`src/design/zdpr_pkg.sv`:
```
// Shared types, constants and helpers for the zero-delimited packet router.
`default_nettype none
package zdpr_pkg;

	localparam int NUM_PORTS = 6;
	localparam int MASK_W = 6;
	localparam int QUEUE_DEPTH_DEF = 4;

	localparam logic [MASK_W-1:0] LIVE_MASK =
		(NUM_PORTS >= MASK_W) ? {MASK_W{1'b1}} : MASK_W'((1 << NUM_PORTS) - 1);

	localparam logic [7:0] ERR_FIRST = 8'd1;

	// register indexes on the config port
	localparam logic [2:0] REG_FIRST_TO   = 3'd0;
	localparam logic [2:0] REG_HEADER_TO  = 3'd1;
	localparam logic [2:0] REG_BCAST_TO   = 3'd2;
	localparam logic [2:0] REG_BODY_TO    = 3'd3;
	localparam logic [2:0] REG_DISCARD_TO = 3'd4;
	localparam logic [2:0] REG_BCAST_CODE = 3'd5;

	localparam logic [7:0] RST_FIRST_TO   = 8'd2;
	localparam logic [7:0] RST_HEADER_TO  = 8'd3;
	localparam logic [7:0] RST_BCAST_TO   = 8'd5;
	localparam logic [7:0] RST_BODY_TO    = 8'd20;
	localparam logic [7:0] RST_DISCARD_TO = 8'd20;
	localparam logic [7:0] RST_BCAST_CODE = 8'd15;

	typedef struct packed {
		logic        operation;
		logic [7:0]  data_byte;
		logic [5:0]  connected_mask;
	} host_word_t;

	typedef struct packed {
		logic [5:0]  port_mask;
		logic [7:0]  out_byte;
		logic        last;
	} port_word_t;

	typedef struct packed {
		logic [7:0] first_to;
		logic [7:0] header_to;
		logic [7:0] bcast_to;
		logic [7:0] body_to;
		logic [7:0] discard_to;
		logic [7:0] bcast_code;
	} cfg_t;

	typedef enum logic [1:0] {
		CMD_BODY  = 2'd0,
		CMD_UNI   = 2'd1,
		CMD_BCAST = 2'd2
	} cmd_kind_t;

	// one queued job for the back end
	typedef struct packed {
		cmd_kind_t          kind;
		logic [MASK_W-1:0]  mask;
		logic [7:0]         byte0;   // body byte or overhead byte
		logic [7:0]         cfg;     // header config byte
		logic [15:0]        cs;      // broadcast checksum
	} cmd_t;

	typedef struct packed {
		logic  valid;
		cmd_t  cmd;
	} push_t;

	function automatic logic [MASK_W-1:0] live_ports(input logic [MASK_W-1:0] conn);
		return conn & LIVE_MASK;
	endfunction

endpackage
`default_nettype wire

```
`src/design/zdpr_queue.sv`:
```
// Small command queue between the parser and the result generator.
`default_nettype none
module zdpr_queue #(
	parameter int DEPTH = zdpr_pkg::QUEUE_DEPTH_DEF
) (
	input  wire logic           clk,
	input  wire logic           arst_n,
	input  wire zdpr_pkg::push_t push,
	input  wire logic           pop,
	output zdpr_pkg::cmd_t      head,
	output logic                nonempty,
	output logic                full
);
	localparam int PTR_W = (DEPTH > 1) ? $clog2(DEPTH) : 1;
	localparam int CNT_W = $clog2(DEPTH + 1);
	localparam logic [PTR_W-1:0] PTR_LAST = PTR_W'(DEPTH - 1);
	localparam logic [CNT_W-1:0] CNT_FULL = CNT_W'(DEPTH);

	zdpr_pkg::cmd_t entry_q [DEPTH];
	logic [PTR_W-1:0] wr_ptr_q, rd_ptr_q;
	logic [CNT_W-1:0] count_q;
	logic do_push, do_pop;

	assign full     = (count_q == CNT_FULL);
	assign nonempty = (count_q != '0);
	assign do_push  = push.valid && !full;
	assign do_pop   = pop && nonempty;
	assign head     = entry_q[rd_ptr_q];

	always_ff @(posedge clk or negedge arst_n) begin
		if (!arst_n) begin
			wr_ptr_q <= '0;
			rd_ptr_q <= '0;
			count_q  <= '0;
		end else begin
			if (do_push) begin
				wr_ptr_q <= (wr_ptr_q == PTR_LAST) ? '0 : wr_ptr_q + PTR_W'(1);
			end
			if (do_pop) begin
				rd_ptr_q <= (rd_ptr_q == PTR_LAST) ? '0 : rd_ptr_q + PTR_W'(1);
			end
			if (do_push && !do_pop) begin
				count_q <= count_q + CNT_W'(1);
			end else if (do_pop && !do_push) begin
				count_q <= count_q - CNT_W'(1);
			end
		end
	end

	always_ff @(posedge clk) begin
		if (do_push) begin
			entry_q[wr_ptr_q] <= push.cmd;
		end
	end

endmodule
`default_nettype wire

```
`src/design/zdpr_front.sv`:
```
// Packet parser: takes host words and ticks, tracks phase, queues output jobs.
`default_nettype none
module zdpr_front (
	input  wire logic                 clk,
	input  wire logic                 arst_n,
	input  wire zdpr_pkg::cfg_t       cfg,
	input  wire logic                 host_valid,
	input  wire zdpr_pkg::host_word_t host_word,
	output logic                      host_stall,
	input  wire logic                 q_full,
	output zdpr_pkg::push_t           push
);
	typedef enum logic [2:0] {
		PH_IDLE     = 3'd0,
		PH_FIRST    = 3'd1,
		PH_RETRY    = 3'd2,
		PH_CONFIG   = 3'd3,
		PH_CHECKSUM = 3'd4,
		PH_BCAST    = 3'd5,
		PH_UCAST    = 3'd6,
		PH_DISCARD  = 3'd7
	} phase_t;

	phase_t     phase_q, phase_d;
	logic [7:0] tick_q, tick_d;
	logic [7:0] overhead_q, overhead_d;
	logic [7:0] config_q, config_d;
	logic [7:0] cslow_q, cslow_d;
	logic       cscnt_q, cscnt_d;
	logic [2:0] target_q, target_d;

	logic       accept;
	logic [7:0] b;
	logic [zdpr_pkg::MASK_W-1:0] live;
	logic [zdpr_pkg::MASK_W:0]   live_ext;
	logic [2:0] sel, sel_m1;
	logic       tmo_en;
	logic [7:0] tmo_limit;
	phase_t     tmo_next;
	logic [zdpr_pkg::MASK_W-1:0] target_oh, sel_oh;

	assign host_stall = q_full;
	assign accept     = host_valid && !q_full;
	assign b          = host_word.data_byte;
	assign live       = zdpr_pkg::live_ports(host_word.connected_mask);
	assign live_ext   = {1'b0, live};
	assign sel        = b[6:4];
	assign sel_m1     = sel - 3'd1;

	always_comb begin
		target_oh = '0;
		sel_oh    = '0;
		for (int i = 0; i < zdpr_pkg::MASK_W; i++) begin
			target_oh[i] = (target_q == 3'(i));
			sel_oh[i]    = (sel_m1 == 3'(i));
		end
	end

	always_comb begin
		phase_d    = phase_q;
		tick_d     = tick_q;
		overhead_d = overhead_q;
		config_d   = config_q;
		cslow_d    = cslow_q;
		cscnt_d    = cscnt_q;
		target_d   = target_q;
		push       = '0;
		tmo_en     = 1'b0;
		tmo_limit  = cfg.header_to;
		tmo_next   = PH_DISCARD;

		if (accept && host_word.operation) begin
			unique case (phase_q)
				PH_IDLE: ;
				PH_FIRST: begin
					tmo_en = 1'b1; tmo_limit = cfg.first_to; tmo_next = PH_IDLE;
				end
				PH_RETRY: begin
					phase_d = PH_IDLE; tick_d = '0;
				end
				PH_CONFIG, PH_CHECKSUM: begin
					tmo_en = 1'b1; tmo_limit = cfg.header_to;
				end
				PH_BCAST: begin
					tmo_en = 1'b1; tmo_limit = cfg.bcast_to;
				end
				PH_UCAST: begin
					tmo_en = 1'b1; tmo_limit = cfg.body_to;
				end
				PH_DISCARD: begin
					tmo_en = 1'b1; tmo_limit = cfg.discard_to; tmo_next = PH_IDLE;
				end
			endcase
			if (tmo_en) begin
				if (tick_q >= tmo_limit) begin
					phase_d = tmo_next;
					tick_d  = '0;
				end else begin
					tick_d = tick_q + 8'd1;
				end
			end
		end else if (accept) begin
			unique case (phase_q)
				PH_IDLE: begin
					phase_d = (b == 8'd0) ? PH_FIRST : PH_DISCARD;
					tick_d  = '0;
				end
				PH_FIRST, PH_RETRY: begin
					tick_d = '0;
					if (b == 8'd0) begin
						phase_d = (phase_q == PH_FIRST) ? PH_RETRY : PH_IDLE;
					end else begin
						overhead_d = b;
						phase_d    = (b == zdpr_pkg::ERR_FIRST) ? PH_DISCARD : PH_CONFIG;
					end
				end
				PH_CONFIG: begin
					config_d = b;
					tick_d   = '0;
					if (b == cfg.bcast_code) begin
						cscnt_d = 1'b0;
						phase_d = PH_CHECKSUM;
					end else if (sel == 3'd0 || 32'(sel) > zdpr_pkg::NUM_PORTS ||
						!live_ext[sel_m1]) begin
						phase_d = PH_DISCARD;
					end else begin
						target_d        = sel_m1;
						push.valid      = 1'b1;
						push.cmd.kind   = zdpr_pkg::CMD_UNI;
						push.cmd.mask   = sel_oh;
						push.cmd.byte0  = overhead_q;
						push.cmd.cfg    = b;
						phase_d         = PH_UCAST;
					end
				end
				PH_CHECKSUM: begin
					if (!cscnt_q) begin
						cslow_d = b;
						cscnt_d = 1'b1;
					end else begin
						cscnt_d         = 1'b0;
						push.valid      = (live != '0);
						push.cmd.kind   = zdpr_pkg::CMD_BCAST;
						push.cmd.mask   = live;
						push.cmd.byte0  = overhead_q;
						push.cmd.cfg    = config_q;
						push.cmd.cs     = {b, cslow_q};
						phase_d         = PH_BCAST;
						tick_d          = '0;
					end
				end
				PH_BCAST, PH_UCAST: begin
					push.valid     = (phase_q == PH_UCAST) || (live != '0);
					push.cmd.kind  = zdpr_pkg::CMD_BODY;
					push.cmd.mask  = (phase_q == PH_UCAST) ? target_oh : live;
					push.cmd.byte0 = b;
					if (b == 8'd0) begin
						phase_d = PH_IDLE;
						tick_d  = '0;
					end
				end
				PH_DISCARD: begin
					if (b == 8'd0) begin
						phase_d = PH_IDLE;
						tick_d  = '0;
					end
				end
			endcase
		end
	end

	always_ff @(posedge clk or negedge arst_n) begin
		if (!arst_n) begin
			phase_q    <= PH_IDLE;
			tick_q     <= '0;
			overhead_q <= '0;
			config_q   <= '0;
			cslow_q    <= '0;
			cscnt_q    <= 1'b0;
			target_q   <= '0;
		end else begin
			phase_q    <= phase_d;
			tick_q     <= tick_d;
			overhead_q <= overhead_d;
			config_q   <= config_d;
			cslow_q    <= cslow_d;
			cscnt_q    <= cscnt_d;
			target_q   <= target_d;
		end
	end

endmodule
`default_nettype wire

```
`src/design/zdpr_back.sv`:
```
// Result generator: expands queued jobs into port words, one word per cycle unless port_stall holds it.
`default_nettype none
module zdpr_back (
	input  wire logic            clk,
	input  wire logic            arst_n,
	input  wire zdpr_pkg::cmd_t  head,
	input  wire logic            head_valid,
	output logic                 pop,
	output logic                 port_valid,
	output zdpr_pkg::port_word_t port_word,
	input  wire logic            port_stall
);
	localparam logic [2:0] W_UNI_LAST   = 3'd2;
	localparam logic [2:0] W_CS_LOW     = 3'd3;
	localparam logic [2:0] W_BCAST_LAST = 3'd4;

	logic                        started_q;
	logic [zdpr_pkg::MASK_W-1:0] rem_q, rem_eff, lowbit, rem_next;
	logic [2:0]                  widx_q, port_idx;
	logic                        out_valid_q;
	zdpr_pkg::port_word_t        out_word_q, word;
	logic                        adv, emit, port_done;
	logic [7:0]                  add;
	logic [15:0]                 cs_adj;

	assign rem_eff  = started_q ? rem_q : head.mask;
	assign lowbit   = rem_eff & (~rem_eff + zdpr_pkg::MASK_W'(1));
	assign rem_next = rem_eff & ~lowbit;

	always_comb begin
		port_idx = '0;
		for (int i = zdpr_pkg::MASK_W - 1; i >= 0; i--) begin
			if (rem_eff[i]) begin
				port_idx = 3'(i);
			end
		end
	end

	// port number lands in bits 6:4 of config and checksum
	assign add    = {1'b0, port_idx + 3'd1, 4'b0000};
	assign cs_adj = head.cs + {8'b0, add};

	always_comb begin
		word      = '0;
		port_done = 1'b0;
		case (head.kind)
			zdpr_pkg::CMD_UNI: begin
				word.port_mask = head.mask;
				case (widx_q)
					3'd0:    word.out_byte = 8'd0;
					3'd1:    word.out_byte = head.byte0;
					default: word.out_byte = head.cfg;
				endcase
				word.last = (widx_q == W_UNI_LAST);
			end
			zdpr_pkg::CMD_BCAST: begin
				word.port_mask = lowbit;
				case (widx_q)
					3'd0:     word.out_byte = 8'd0;
					3'd1:     word.out_byte = head.byte0;
					3'd2:     word.out_byte = head.cfg + add;
					W_CS_LOW: word.out_byte = cs_adj[7:0];
					default:  word.out_byte = cs_adj[15:8];
				endcase
				port_done = (widx_q == W_BCAST_LAST);
				word.last = port_done && (rem_next == '0);
			end
			default: begin
				word.port_mask = head.mask;
				word.out_byte  = head.byte0;
				word.last      = 1'b1;
			end
		endcase
	end

	assign adv        = !out_valid_q || !port_stall;
	assign emit       = adv && head_valid;
	assign pop        = emit && word.last;
	assign port_valid = out_valid_q;
	assign port_word  = out_word_q;

	always_ff @(posedge clk or negedge arst_n) begin
		if (!arst_n) begin
			started_q   <= 1'b0;
			rem_q       <= '0;
			widx_q      <= '0;
			out_valid_q <= 1'b0;
		end else begin
			if (emit) begin
				out_valid_q <= 1'b1;
				if (word.last) begin
					started_q <= 1'b0;
					widx_q    <= '0;
				end else if (port_done) begin
					started_q <= 1'b1;
					rem_q     <= rem_next;
					widx_q    <= '0;
				end else begin
					started_q <= 1'b1;
					rem_q     <= rem_eff;
					widx_q    <= widx_q + 3'd1;
				end
			end else if (adv) begin
				out_valid_q <= 1'b0;
			end
		end
	end

	always_ff @(posedge clk) begin
		if (emit) begin
			out_word_q <= word;
		end
	end

endmodule
`default_nettype wire

```
`src/design/zero_delimited_packet_router_unit.sv`:
```
// Top level of the zero-delimited packet router: config registers, parser, queue, generator.
`default_nettype none
// Routes zero-delimited host packets to up to six downstream ports. Each host
// word is either a received byte or a millisecond tick. The parser front end
// takes one host word per clock as long as its job queue (QUEUE_DEPTH entries)
// has room; host_stall is simply "queue full". Ticks and header bytes that
// produce nothing never occupy the queue. The generator back end emits one
// port word per clock unless port_stall holds it, from the queue head into an
// output register: a unicast header is 3 words, a broadcast header is 5 words
// per connected port (up to 30), and each body byte is 1 word routed to one
// port or to all connected ports. So body traffic flows at one host word per
// clock unless the ports stall; a header burst can fill the queue and stall
// the front end. The last field marks the final port word of one host word.
// Configuration registers are written through cfg_we/cfg_index/cfg_data and
// should only be changed while no packet is in flight.
module zero_delimited_packet_router_unit #(
	parameter int QUEUE_DEPTH = zdpr_pkg::QUEUE_DEPTH_DEF
) (
	input  wire logic                 clk,
	input  wire logic                 arst_n,
	input  wire logic                 cfg_we,
	input  wire logic [2:0]           cfg_index,
	input  wire logic [7:0]           cfg_data,
	input  wire logic                 host_valid,
	input  wire zdpr_pkg::host_word_t host_word,
	output logic                      host_stall,
	output logic                      port_valid,
	output zdpr_pkg::port_word_t      port_word,
	input  wire logic                 port_stall
);
	zdpr_pkg::cfg_t  cfg_q;
	zdpr_pkg::push_t push;
	zdpr_pkg::cmd_t  head;
	logic            q_nonempty, q_full, pop;

	// config registers, write only
	always_ff @(posedge clk or negedge arst_n) begin
		if (!arst_n) begin
			cfg_q.first_to   <= zdpr_pkg::RST_FIRST_TO;
			cfg_q.header_to  <= zdpr_pkg::RST_HEADER_TO;
			cfg_q.bcast_to   <= zdpr_pkg::RST_BCAST_TO;
			cfg_q.body_to    <= zdpr_pkg::RST_BODY_TO;
			cfg_q.discard_to <= zdpr_pkg::RST_DISCARD_TO;
			cfg_q.bcast_code <= zdpr_pkg::RST_BCAST_CODE;
		end else if (cfg_we) begin
			unique case (cfg_index)
				zdpr_pkg::REG_FIRST_TO:   cfg_q.first_to   <= cfg_data;
				zdpr_pkg::REG_HEADER_TO:  cfg_q.header_to  <= cfg_data;
				zdpr_pkg::REG_BCAST_TO:   cfg_q.bcast_to   <= cfg_data;
				zdpr_pkg::REG_BODY_TO:    cfg_q.body_to    <= cfg_data;
				zdpr_pkg::REG_DISCARD_TO: cfg_q.discard_to <= cfg_data;
				zdpr_pkg::REG_BCAST_CODE: cfg_q.bcast_code <= cfg_data;
				default: ;  // unmapped index, dropped
			endcase
		end
	end

	zdpr_front u_front (
		.clk        (clk),
		.arst_n     (arst_n),
		.cfg        (cfg_q),
		.host_valid (host_valid),
		.host_word  (host_word),
		.host_stall (host_stall),
		.q_full     (q_full),
		.push       (push)
	);

	zdpr_queue #(
		.DEPTH (QUEUE_DEPTH)
	) u_queue (
		.clk      (clk),
		.arst_n   (arst_n),
		.push     (push),
		.pop      (pop),
		.head     (head),
		.nonempty (q_nonempty),
		.full     (q_full)
	);

	zdpr_back u_back (
		.clk        (clk),
		.arst_n     (arst_n),
		.head       (head),
		.head_valid (q_nonempty),
		.pop        (pop),
		.port_valid (port_valid),
		.port_word  (port_word),
		.port_stall (port_stall)
	);

	// a job is never offered to a full queue
	a_no_overflow: assert property (@(posedge clk) disable iff (!arst_n)
		!(push.valid && q_full))
		else $error("job pushed into full queue");

	// every port word goes to at least one existing port
	a_mask_sane: assert property (@(posedge clk) disable iff (!arst_n)
		port_valid |-> (port_word.port_mask != '0) &&
		((port_word.port_mask & ~zdpr_pkg::LIVE_MASK) == '0))
		else $error("port word with empty or out-of-range mask");

	// a fresh port word needs a job that was queued
	a_word_from_job: assert property (@(posedge clk) disable iff (!arst_n)
		$rose(port_valid) |-> $past(q_nonempty))
		else $error("port word without a queued job");

endmodule
`default_nettype wire
```
`config.mk`:
```
export PLATFORM = sky130hd
export DESIGN_NAME = zero_delimited_packet_router_unit
export DESIGN_NICKNAME = d
export VERILOG_FILES = /design/src/design/zdpr_pkg.sv /design/src/design/zdpr_queue.sv /design/src/design/zdpr_front.sv /design/src/design/zdpr_back.sv /design/src/design/zero_delimited_packet_router_unit.sv
export SDC_FILE = /design/constraint.sdc
export NUM_CORES = 1
export LEC_CHECK = 0
export BUFFER_PORTS_ARGS = -buffer_cell sky130_fd_sc_hd__buf_2
export CORE_UTILIZATION = 35
export CTS_CLUSTER_SIZE = 20
export DETAILED_ROUTE_END_ITERATION = 8
export GPL_TIMING_DRIVEN = 1
export PLACE_DENSITY_LB_ADDON = 0.25
export SETUP_SLACK_MARGIN = 0.3
export SLEW_MARGIN = 40
export SYNTH_ARGS = -nofsm -noshare
export SYNTH_HDL_FRONTEND = slang
export SYNTH_SLANG_ARGS = --single-unit
```
`constraint.sdc`:
```
create_clock -name clk -period 8.39 [get_ports clk]
set_input_delay 0.4195 -clock clk [delete_from_list [all_inputs] [get_ports clk]]
set_output_delay 0.4195 -clock clk [all_outputs]
set_load 0.02 [all_outputs]
```
==> metrics.txt <==
drt drc=0; clk sinks=280; Seq/Total Area, Yosys=0.5884; CTS tree=yes; Slew @ Worst Pin=0.8091 ns; CTS root buf=clkbuf_16; Max Slew Vio Count=0; post-route ant nets=0; worst min path class=input port to register; dpl cell area=0.01415 sq mm; CP Launch Type=register; Layout Nets=1093; Sum Neg Setup Slack=0 ns; die width=197.8 um; total track usage=0.1548; CP cell instances=buf_4 > mux4_2 > inv_1 > ha_1 > a21oi_1 > o22ai_1 > a31oi_1 > ha_1 > inv_1 > fa_1 > xor2_1 > nor2_1 > xor2_1; post-layout min period=4.638 ns; CP delay by family, top=adder cells; Die ar.=0.03914 sq mm; routed via count=8181; Worst setup EP type=register; drt total wl=29600 um; CP startpoint=u_queue.rd_ptr_q[0]$_DFFE_PN0P_; Worst IR Drop VDD=0.1885 mV; Int Power=3.462 mW; DPL Wire Length=20410 um; port bufs=47; Switching Share=0.3619; max incr delay on CP=0.79 ns; Total Power=5.426 mW; ys async rst share=0.3750; first-pass GRT wire length=46860 um; post-synth top area cell=edfxtp_1; synthesized cell area=0.01342 sq mm; critical path required time=8.90 ns; sequential power share=0.366; RSZ-0062 raised after global routing=no; IO Count=48; share of layout cells above drive strength 1=0.2464; largest net degree at the start of global routing=55; vias in the first global route=8168; initial antenna violation count=2; Avg WL per Cell=18.94 um; Initial Util=0.3564; chip height=197.8 um; Hold WS=0.04752 ns; top-count cell post-synth=edfxtp_1; worst min-delay path startpoint=port_stall; status=complete, no violations; Tcrit/Tclk final=0.5528; Comb pwr share=0.394; Post-Syn Instances=982; Setup CP Type=register to register; synth-to-layout area growth=12.86%; area share of the largest cell type after synthesis=0.3915; CTS clock-pin slew for the worst setup and hold paths=0.06 ns; skew final=0.01843 ns; H-tree depth=1; LEAKAGE=5.679 nW; YS warnings=0; drt pass-1 iters=5; Yosys reg bits=280; grt ovf=0; max_slew headroom=0.4521; max_cap viols=0; endpoints failing setup=0; Crit-path slowest cell=dfrtp_2; Post-synth EDFFs=175; Mean Syn Cell Area=13.67 sq um; CTS Buf Count=31; Core Footprint=0.03767 sq mm; syn_nets=1049; CP max FO=27; Fin. Hold Viols=0; max frequency=215.6 MHz; PD cells=358.1 mW/mm^2; CP arrival=5.15 ns; Synth area leaders=edfxtp_1, dfrtp_1, mux2_2; Reg2Reg Launch Point=u_queue.rd_ptr_q[0]$_DFFE_PN0P_; later-pin clock latency in the skew report=0.58 ns; Max clock buf depth=3; GPL Wtd Cong=0.8699; buffers and inverters on the worst path=3; number of fill cells in the layout=3552; Most used DFF post-synth=edfxtp_1; clock power share=0.240; Std-Cell Rows=71; Post-synth top cells=edfxtp_1, dfrtp_1, mux2_2; NetSw=1.964 mW; via-per-instance ratio=5.234; DRT iter0 DRCs=550; synth unique cells=81; cell area after layout=0.01515 sq mm
## worst reg2reg max path, cell delays in order, from the launching register on
cell,delay [ns]
dfrtp_2,0.79
buf_4,0.58
mux4_2,0.61
inv_1,0.08
ha_1,0.40
a21oi_1,0.37
o22ai_1,0.12
a31oi_1,0.46
ha_1,0.29
inv_1,0.07
fa_1,0.37
xor2_1,0.17
nor2_1,0.11
xor2_1,0.15
## stage by stage
stage / std cells / utilization / worst slack (ns)
2_1_floorplan: 982 / - / 4.566
3_3_place_gp: 1503 / 0.3757 / 3.705
3_5_place_dp: 1503 / 0.3758 / 3.705
4_1_cts: 1562 / 0.4019 / 3.676
5_1_grt: 1562 / 0.4022 / 3.365
6_report: 1563 / 0.4022 / 3.752
## final timing paths
path / endpoint / slack [ns] / cells after the start
worst min register to register: u_front.cslow_q[4]$_DFFE_PN0P_ / 0.47 / 2
max in group asynchronous: cfg_q[25]$_DFFE_PN0P_ / 6.88 / 3
worst max register to register: u_queue.count_q[2]$_DFFE_PN0P_ / 3.75 / 13
min in group asynchronous: u_back.widx_q[1]$_DFFE_PN0P_ / 0.36 / 2
worst min-delay path: u_back.port_valid$_DFFE_PN0P_ / 0.05 / 3
worst max-delay path: u_queue.count_q[2]$_DFFE_PN0P_ / 3.75 / 13
## area by class of cell
type / instances / area, sq um / area share
Sequential cell: 280 / 7901 / 0.5215
Multi-Input combinational cell: 627 / 5199 / 0.3431
Clock buffer: 47 / 855.8 / 0.05649
Tap cell: 511 / 639.4 / 0.04220
Timing Repair Buffer: 59 / 334.1 / 0.02205
Clock inverter: 11 / 117.6 / 0.007763
Inverter: 27 / 101.3 / 0.006689
Antenna cell: 1 / 2.502 / 0.0001652
## sequential cells by signal (all words and copies together), names as in the netlist
signal and flops:
u_queue.entry_q 160, cfg_q 48, u_back.port_word 15, u_front.config_q 8, u_front.cslow_q 8, u_front.overhead_q 8
u_front.tick_q 8, u_back.rem_q 6, u_back.widx_q 3, u_front.phase_q 3, u_front.target_q 3, u_queue.count_q 3
u_queue.rd_ptr_q 2, u_queue.wr_ptr_q 2, u_back.port_valid 1, u_back.started_q 1, u_front.cscnt_q 1
## per-layer routing
layer,GRT usage,routed length [um],vias up
met3,0.03168,1461,63
met1,0.1996,13140,4060
met4,0.05225,877,2
li1,-,-,3859
met5,0,8,-
met2,0.2589,14110,197
## logic make-up (layout without fill, tap and decap cells)
| logic type | Yosys count | in the layout | synth area share |
|---|---|---|---|
| xor gates and xnor gates | 28 | 28 | 0.01827 |
| adders and majority gates | 37 | 37 | 0.03495 |
| other | 0 | 1 | 0 |
| and+or+nand+nor | 236 | 236 | 0.08640 |
| AOI/OAI and AO/OA | 190 | 190 | 0.1006 |
| muxes | 136 | 136 | 0.1455 |
| buffers and inverters | 75 | 144 | 0.02591 |
| DFF | 280 | 280 | 0.5884 |
## timing repair
action,in CTS,in global routing
endpoints found under the hold margin,51,0
hold buffers,1,0
resized for setup,0,0
setup buffers,0,0
## layout by cell type (no fill, tap or decap), types with 14 or more instances in the layout
master and count:
a22oi_1 26, nand3_1 20, xnor2_1 20, clkbuf_16 31, nand2_1 67, dfrtp_1 90
and3_1 20, buf_2 46, nor2_1 61, mux2i_1 14, ha_1 35, edfxtp_1 175
mux4_2 35, a21oi_1 33, inv_1 25, clkbuf_1 14, o21ai_0 39, mux2_2 84
## power by group through the flow
stage / clock [mW] / combinational (mW) / sequential, mW
global route: 1.39 / 2.36 / 2.03
finish: 1.30 / 2.14 / 1.99
CTS: 1.34 / 2.15 / 1.99
detailed placement: 0 / 2.14 / 2.01
floorplan: 0 / 1.64 / 1.98
global placement: 0 / 2.13 / 2.01
No activity file was read; power rests on OpenSTA's default activity.
